==> config.mk <==
export PLATFORM = sky130hd
export DESIGN_NAME = afq_ptrs
export DESIGN_NICKNAME = d
export VERILOG_FILES = /design/src/rtl/afq_pkg.sv /design/src/rtl/afq_ptrs.sv
export SDC_FILE = /design/constraint.sdc
export NUM_CORES = 1
export LEC_CHECK = 0
export BUFFER_PORTS_ARGS = -buffer_cell sky130_fd_sc_hd__buf_2
export CAP_MARGIN = 20
export CORE_MARGIN = 3
export CORE_UTILIZATION = 45
export DETAILED_ROUTE_END_ITERATION = 7
export PLACE_DENSITY = 0.7
export SLEW_MARGIN = 25
export SYNTH_ARGS = -nofsm -noshare
export SYNTH_HDL_FRONTEND = slang
export SYNTH_SLANG_ARGS = --single-unit
==> constraint.sdc <==
create_clock -name aclk -period 1.9 [get_ports aclk]
set_input_delay 0.095 -clock aclk [delete_from_list [all_inputs] [get_ports aclk]]
set_output_delay 0.095 -clock aclk [all_outputs]
set_load 0.005 [all_outputs]
==> src/rtl/afq_pkg.sv <==
// Package for the aging FIFO timeout queue.
// Shared constants and the pointer-unit command/status types. No dependencies.
package afq_pkg;

    localparam int AFQ_DEPTH    = 1024;
    localparam int HANDLE_W     = 32;
    localparam int STAMP_W      = 32;
    localparam int ENTRY_W      = HANDLE_W + STAMP_W;
    localparam int PEND_W       = 11;
    localparam int S_TDATA_W    = 64;
    localparam int M_TDATA_W    = 48;

    localparam logic KIND_ADD = 1'b0;
    localparam logic KIND_POP = 1'b1;

    typedef struct packed {
        logic push;
        logic pop;
    } ptr_cmd_t;

    typedef struct packed {
        logic full;
        logic empty;
    } ptr_flags_t;

endpackage

==> src/rtl/afq_ptrs.sv <==
// Head/tail pointers and occupancy count of the queue.
// Depends on afq_pkg.
module afq_ptrs import afq_pkg::*; #(
    parameter int DEPTH = AFQ_DEPTH
) (
    input  logic                       aclk,
    input  logic                       aresetn,
    input  ptr_cmd_t                   cmd,
    output logic [$clog2(DEPTH)-1:0]   head,
    output logic [$clog2(DEPTH)-1:0]   tail,
    output logic [$clog2(DEPTH+1)-1:0] count,
    output ptr_flags_t                 flags
);

    localparam int PTR_W = $clog2(DEPTH);
    localparam int CNT_W = $clog2(DEPTH + 1);
    localparam logic [PTR_W-1:0] LAST_IDX = PTR_W'(DEPTH - 1);
    localparam logic [CNT_W-1:0] FULL_CNT = CNT_W'(DEPTH);

    logic [PTR_W-1:0] head_reg, head_next;
    logic [PTR_W-1:0] tail_reg, tail_next;
    logic [CNT_W-1:0] count_reg, count_next;

    always_comb begin
        head_next  = head_reg;
        tail_next  = tail_reg;
        count_next = count_reg;
        if (cmd.push) begin
            tail_next  = (tail_reg == LAST_IDX) ? '0 : tail_reg + PTR_W'(1);
            count_next = count_reg + CNT_W'(1);
        end else if (cmd.pop) begin
            head_next  = (head_reg == LAST_IDX) ? '0 : head_reg + PTR_W'(1);
            count_next = count_reg - CNT_W'(1);
        end
    end

    always_ff @(posedge aclk) begin
        if (!aresetn) begin
            head_reg  <= '0;
            tail_reg  <= '0;
            count_reg <= '0;
        end else begin
            head_reg  <= head_next;
            tail_reg  <= tail_next;
            count_reg <= count_next;
        end
    end

    assign head        = head_reg;
    assign tail        = tail_reg;
    assign count       = count_reg;
    assign flags.full  = (count_reg == FULL_CNT);
    assign flags.empty = (count_reg == '0);

    assert property (@(posedge aclk) disable iff (!aresetn) count_reg <= FULL_CNT)
        else $error("occupancy above depth");
    assert property (@(posedge aclk) disable iff (!aresetn)
        !(cmd.push && flags.full) && !(cmd.pop && flags.empty))
        else $error("pointer command against full or empty queue");
    assert property (@(posedge aclk) disable iff (!aresetn)
        flags.empty |-> head_reg == tail_reg)
        else $error("empty queue with pointers apart");

endmodule

**Word level (Yosys, flattened, before mapping)**

Index checks and enable logic that the tools add are counted.

- Word-level logic and storage cells: 18
- Output and inout bits: 33
- Register bits after elaboration: 31

- $add $sub $neg: 4
- Muxes and demuxes: 4
- Bitwise logic cells: 1
- Eq/ne operators: 3
- Reductions and logical operators: 3

Operator list:

| kind | count |
|---|---|
| $mux 11 | 2 |
| $add 10x1->10 const B | 2 |
| $eq 10x10->1 const B | 2 |
| $mux 10 | 2 |
| $add 11x1->11 const B | 1 |
| $eq 11x11->1 const B | 1 |
| $logic_not 11->1 | 1 |
| $sub 11x1->11 const B | 1 |
| $reduce_and 2->1 | 1 |
| $reduce_bool 2->1 | 1 |
| $not 1->1 | 1 |

**Longest topological paths before layout**

Gate-level depths: netlist (run 1).

- Word-level depth: 3
- Gate-level depth with buffers: 8
- Depth with buffers taken out: 7

**Worst setup path before layout (run 1)**

OpenSTA, ideal clock, no wires.

- Kind: reg-to-reg
- From: register count_reg[0] (netlist: count[0])
- To: register count_reg[8] (netlist: count[8])
- Arrival: 1.786 ns
- Setup slack: -0.002 ns
- Library setup time: 0.116 ns
- Cell stages (with the launch flop): 7
- Path through: dfxtp_1 fa_1 a21o_1 nand4_1 a21oi_2 or4_1 and4_1

- Longest elaborated chain between the ends: 3
- Elaborated cells on any way between the ends: 4
- Classes of those cells: 2 x add/sub; 2 x mux

RTL lines:

| element | line | RTL |
|---|---|---|
| start: declaration | afq_ptrs.sv:22 | `logic [CNT_W-1:0] count_reg, count_next;` |
| start signal: assignment | afq_ptrs.sv:45 | `count_reg <= count_next;` |
| $sub 11x1->11 | afq_ptrs.sv:33 | `count_next = count_reg - CNT_W'(1);` |
| $mux 11 | afq_ptrs.sv:31 | `end else if (cmd.pop) begin` |
| $mux 11 (*) | afq_ptrs.sv:28 | `if (cmd.push) begin` |

Every way passes the cells marked *; elsewhere a longest branch is shown, timed or not. The select of a mux whose other input is x is not followed.
A chain may end at the register's enable or synchronous reset.

**Worst setup path after layout (run 1)**

- From: register count_reg[1] (netlist: count[1])
- To: register count_reg[8] (netlist: count[8])

Same word-level chain as after synthesis.

==> flow_metrics.env, run 1 <==
export IMPL_fp_coreArea_sq_mm=0.00377
export IMPL_cts_root_buffer="clkbuf_8"
export IMPL_yosys_warnings=0
export IMPL_grt_pass1_vias=1504
export IMPL_clock_sinks=31
export IMPL_start_util=0.483
export IMPL_max_cap_viol_count=0
export IMPL_grt_max_degree=34
export IMPL_antenna_found_initial=0
export IMPL_n_antenna_cell=0
export IMPL_insertion_delay_ns=0.29
export IMPL_final_hold_viol_count=0
export IMPL_power_density_mw_per_mm2=866
export IMPL_cts_max_path_buffers=2
export IMPL_ioPinCount=37
export IMPL_yosysTopAreaCell="dfxtp_1"
export IMPL_wl_per_cell_um=13.1
export IMPL_ys_seq_elements=31
export IMPL_yosysTopAreaCellShare=0.340
export IMPL_die_h_um=69.7
export IMPL_dp_cells=316
export IMPL_vdd_drop_max_mv=0.494
export IMPL_clkTransAtPathRegs_ns=0.08
export IMPL_fmax_ghz=0.554
export IMPL_dieArea_sq_mm=0.00485
export IMPL_relSlewSlack=0.660
export IMPL_cts_max_level=2
export IMPL_layoutNonFillerInstCount=325
export IMPL_syn_area_sq_mm=0.00182
export IMPL_cts_buffers_inserted=5
export IMPL_synth_cells=220
export IMPL_setup_viol=0
export IMPL_syn_nets=236
export IMPL_rsz0062_at_grt="no"
export IMPL_start_kind="register"
export IMPL_fin_tns_setup_ns=0
export IMPL_cts_tree="built"
export IMPL_fillerInstances=338
export IMPL_dp_final_hpwl_um=2980
export IMPL_track_usage=0.171
export IMPL_crit_type="register to register"
export IMPL_crit_arrival_ns=1.99
export IMPL_area_growth_pct=24.9
export IMPL_final_common_cell="buf_2"
export IMPL_drtIter0Drc=130
export IMPL_yosysSeqAreaShare=0.340
export IMPL_drc=0
export IMPL_hold_class="input pin to register"
export IMPL_min_period_over_period=0.950
export IMPL_grt_ovfl_total=0
export IMPL_crit_fanout=3
export IMPL_yosys_cell_types_count=47
export IMPL_worst_slack_ns=0.0947
export IMPL_status="complete, no violations"
export IMPL_pre_cts_slack_ns=0.00924
export IMPL_cp_end_kind="register"
export IMPL_vias_per_cell=5.29
export IMPL_worstPathRequired_ns=2.09
export IMPL_fin_crit_ns=1.81
export IMPL_routed_via_count=1718
export IMPL_synth_edff_count=0
export IMPL_async_flop_share=0
export IMPL_row_count=22
export IMPL_hold_buffers=0
export IMPL_finClkSkew_ns=0.00724
export IMPL_drt_wl_total_um=4260
export IMPL_p_leak_nw=1.05
export IMPL_io_buffers=36
export IMPL_ant_nets=0
export IMPL_final_cell_mix="36 x buf_2, 30 x dfxtp_1, 25 x nand2_1, 20 x nor2_1, 20 x buf_4"
export IMPL_synth_flop_cell="dfxtp_1"
export IMPL_drive_gt1_frac=0.264
export IMPL_synth_area_leaders="dfxtp_1 34%, ha_1 7.5%, xnor2_1 5.3%"
export IMPL_dr_pass1_iters=4
export IMPL_maxSlewViolCount=0
export IMPL_synth_avg_cell_area_sq_um=8.29
export IMPL_nets=292
export IMPL_gp_congestion=0.807
export IMPL_largest_reg_flops=11
export IMPL_die_w_um=69.7
export IMPL_worstMarginPinSlew_ns=0.505
export IMPL_grt_pass1_wl_um=6860
[synthesized netlist by cell type, types with 2 or more instances]
master and n:
a21boi_0 5, a21o_1 5, a21oi_1 7, a31oi_1 3
and2_1 9, and3_1 6, and4_1 2, buf_2 3
clkbuf_1 3, dfxtp_1 31, ha_1 11, inv_1 5
nand2_1 25, nand3_1 15, nand4_1 7, nor2_1 20
nor2b_1 2, nor3_1 2, nor3b_1 2, nor4_1 2
o211ai_1 2, o21ai_0 10, o311ai_0 2, or3_1 2
xnor2_1 11, xor2_1 7
[routing by layer]
layer	GRT usage	vias to the layer above	part of all wire
li1	-	904	-
met1	0.225	766	0.50
met2	0.268	40	0.43
met3	0.0406	8	0.049
met4	0.0745	0	0.016
met5	0	-	0
[layout make-up]
class | instances | area (sq um) | share of cell area
Multi-Input combinational cell | 177 | 1150 | 0.507
Clock buffer | 5 | 68.8 | 0.0302
Timing Repair Buffer | 56 | 330 | 0.145
Sequential cell | 31 | 624 | 0.274
Clock inverter | 3 | 20.0 | 0.00879
Inverter | 5 | 18.8 | 0.00824
Tap cell | 48 | 60.1 | 0.0264
[what timing repair did]
item | 4_1_cts | 5_1_grt
setup buffers | 0 | 1
resized for setup | 0 | 3
endpoints found under the setup margin | 0 | 2
[critical path: stages (launching register included)]
cell and delay (ns):
dfxtp_4 0.36, fa_2 0.35, a21o_1 0.21, nand4_1 0.13
a21oi_2 0.07, or4_1 0.40, and4_1 0.18
[worst paths after layout]
path                              start  slack, ns  cells past startpoint                     to
hold / removal                   cmd[0]       0.26                      4   head[0]$_SDFFE_PN0P_
setup reg to reg  count[1]$_SDFFE_PN0P_       0.09                      6  count[8]$_SDFFE_PN0P_
hold reg to reg   count[1]$_SDFFE_PN0P_       0.51                      2  count[1]$_SDFFE_PN0P_
setup / recovery  count[1]$_SDFFE_PN0P_       0.09                      6  count[8]$_SDFFE_PN0P_
[kinds of logic (layout without fill, tap and decap cells)]
family                     Yosys count  after routing  share of synthesized area
buffers and inverters               12             69                     0.0274
adders and majority gates           12             12                     0.0865
AOI/OAI and AO/OA                   44             44                      0.166
and+or+nand+nor                    103            103                      0.293
xor gates and xnor gates            18             18                     0.0865
DFF                                 31             31                      0.340
[metrics by stage]
stage | power [W] | hold WS, ns | instance area, sq um | utilization
finish | 0.00197 | 0.257 | 2280 | 0.604
global route | 0.00208 | 0.298 | 2280 | 0.604
CTS | 0.00196 | 0.256 | 2270 | 0.601
detailed placement | 0.00142 | 0.491 | 2180 | 0.577
global placement | 0.00142 | 0.490 | 2180 | 0.577
floorplan | 0.00118 | 0.322 | 1830 | -
[where the power goes]
part           switching (W)  total (W)  leakage, nW  internal, W
clock               0.000287   0.000542       0.0402     0.000255
sequential         0.0000608   0.000770        0.254     0.000709
combinational       0.000338   0.000660        0.756     0.000322
total               0.000686    0.00197         1.05      0.00129
(Power assumes the default switching activity.)
==> run 2, diff against run 1 <==
- CELL_PAD_IN_SITES_DETAIL_PLACEMENT: not set -> 1
- CELL_PAD_IN_SITES_GLOBAL_PLACEMENT: not set -> 2
- CORE_UTILIZATION: 45 -> 29
- PLACE_DENSITY: 0.7 -> not set
- PLACE_DENSITY_LB_ADDON: not set -> 0.1
==> flow_metrics.env, run 2 (synthesis gave the netlist of run 1 again) <==
export IMPL_status="complete, no violations"
export IMPL_drc=0
export IMPL_finClkSkew_ns=0.00360
export IMPL_clkTransAtPathRegs_ns=0.07
export IMPL_worstMarginPinSlew_ns=0.404
export IMPL_largest_reg_flops=11
export IMPL_reg2reg_from="count[0]$_SDFFE_PN0P_"
export IMPL_grt_pass1_wl_um=8610
export IMPL_ant_nets=0
export IMPL_area_growth_pct=32.6
export IMPL_io_buffers=36
export IMPL_setup_viol=0
export IMPL_crit_fanout=2
export IMPL_hold_buffers=0
export IMPL_hold_class="input pin to register"
export IMPL_clock_sinks=31
export IMPL_p_seq_frac=0.353
export IMPL_worstPathRequired_ns=2.08
export IMPL_cts_max_level=2
export IMPL_postPlaceCellArea_sq_mm=0.00229
export IMPL_track_usage=0.144
export IMPL_grt_pass1_vias=1723
export IMPL_wl_per_cell_um=13.7
export IMPL_dp_final_hpwl_um=3810
export IMPL_cts_max_path_buffers=2
export IMPL_die_w_um=85.3
export IMPL_die_h_um=85.3
export IMPL_dieArea_sq_mm=0.00727
export IMPL_critPathSlowestCell="or4_1"
export IMPL_vias_per_cell=4.98
export IMPL_combPwrFrac=0.337
export IMPL_ioPinCount=37
export IMPL_cpPeakStageDelay_ns=0.45
export IMPL_cp_end_kind="register"
export IMPL_dr_pass1_iters=4
export IMPL_start_kind="register"
export IMPL_min_period_over_period=0.953
export IMPL_fin_tns_setup_ns=0
export IMPL_top_layer_used="met4"
export IMPL_route_met2_wl_um=2120
export IMPL_final_cell_mix="36 x buf_2, 29 x dfxtp_1, 29 x buf_4, 25 x nand2_1, 20 x nor2_1"
export IMPL_power_switching_w=0.000698
export IMPL_crit_cells=6
export IMPL_n_antenna_cell=0
export IMPL_p_leak_nw=1.11
export IMPL_dr_wl_met3_um=157
export IMPL_final_cell_area_sq_mm=0.00242
export IMPL_gp_congestion=0.763
export IMPL_vdd_drop_max_mv=0.387
export IMPL_drtIter0Drc=78
export IMPL_fmax_ghz=0.552
export IMPL_worstSetupEndpoint="count[8]$_SDFFE_PN0P_"
export IMPL_max_cap_viol_count=0
export IMPL_cts_root_buffer="clkbuf_8"
export IMPL_fin_crit_ns=1.81
export IMPL_cts_tree="built"
export IMPL_antenna_found_initial=0
export IMPL_maxSlewViolCount=0
export IMPL_power_share_switching=0.321
export IMPL_clkPwrFrac=0.310
export IMPL_crit_type="register to register"
export IMPL_grt_ovfl_total=0
export IMPL_reg2reg_slack_ns=0.09
export IMPL_ctsResizeCount=0
export IMPL_insertion_delay_ns=0.28
export IMPL_nets=301
export IMPL_drive_gt1_frac=0.297
export IMPL_crit_chain="fa_2 > a21o_1 > nand4_1 > a21oi_2 > or4_1 > and4_1"
export IMPL_fp_coreArea_sq_mm=0.00599
export IMPL_path_buf_inv=0
export IMPL_wl_met1_um=2650
export IMPL_worst_r2r_cell_count=6
export IMPL_path_delay_family="simple AND/OR/NAND/NOR gates"
export IMPL_final_common_cell="buf_2"
export IMPL_row_count=28
export IMPL_start_util=0.304
export IMPL_routed_via_count=1797
export IMPL_timing_rr_end="count[8]$_SDFFE_PN0P_"
export IMPL_final_hold_viol_count=0
export IMPL_power_density_mw_per_mm2=898
export IMPL_p_int_w=0.00147
export IMPL_drt_wl_total_um=4960
export IMPL_crit_arrival_ns=1.99
export IMPL_worstSetupStartpoint="count[0]$_SDFFE_PN0P_"
export IMPL_cts_buffers_inserted=5
export IMPL_rsz0062_at_grt="yes"
export IMPL_post_cts_buffers=0
export IMPL_relSlewSlack=0.728
export IMPL_grt_max_degree=21
==> run 2: cell types whose count changed in the layout (fill, tap and decap cells not counted), sizes merged <==
cell and change:
buf +9, bufinv +1, clkinv +1, clkinvlp -2
==> run 2: power by group through the flow <==
stage          sequential, W  combinational [W]  clock (W)
3_3_place_gp        0.000784           0.000724          0
4_1_cts             0.000764           0.000730   0.000713
5_1_grt             0.000777           0.000836   0.000740
6_report            0.000765           0.000732   0.000673
2_1_floorplan       0.000783           0.000394          0
3_5_place_dp        0.000780           0.000724          0
==> run 2: worst reg2reg max path: cells and delay by family, from the launching register on <==
kind                       cells  cell delay, ns
and+or+nand+nor                3            0.76
AOI/OAI and AO/OA              2            0.26
DFF                            1            0.33
adders and majority gates      1            0.36
==> run 2: metrics by stage <==
step | power [W] | utilization | hold slack, ns | setup WS (ns) | std cells
finish | 0.00217 | 0.404 | 0.169 | 0.0898 | 361
global route | 0.00235 | 0.404 | 0.158 | -0.00316 | 361
CTS | 0.00221 | 0.400 | 0.168 | 0.0584 | 361
detailed placement | 0.00150 | 0.382 | 0.472 | -0.0624 | 353
global placement | 0.00151 | 0.382 | 0.475 | -0.00223 | 353
floorplan | 0.00118 | - | 0.322 | 0.00784 | 220
==> run 2: area by class of cell <==
cell class	instances	area [sq um]
Fill cell	738	3570
Multi-Input combinational cell	177	1170
Sequential cell	31	623
Timing Repair Buffer	65	398
Tap cell	75	93.8
Clock buffer	5	68.8
Clock inverter	3	43.8
Inverter	5	18.8
==> run 2: worst min path at each step <==
| stage | startpoint | to | depth (start not counted) |
|---|---|---|---|
| after floorplan | cmd[1] | head[1]$_SDFFE_PN0P_ | 3 |
| after detailed placement | aresetn | count[2]$_SDFFE_PN0P_ | 2 |
| after CTS | aresetn | count[2]$_SDFFE_PN0P_ | 2 |
| after global placement | aresetn | count[2]$_SDFFE_PN0P_ | 2 |
| after global routing | aresetn | count[2]$_SDFFE_PN0P_ | 2 |
| final | aresetn | count[2]$_SDFFE_PN0P_ | 2 |
==> run 2: layer usage <==
| metal | vias to the layer above | track usage |
|---|---|---|
| met5 | - | 0 |
| met2 | 24 | 0.210 |
| met4 | 0 | 0.0302 |
| li1 | 919 | - |
| met3 | 5 | 0.0340 |
| met1 | 849 | 0.215 |
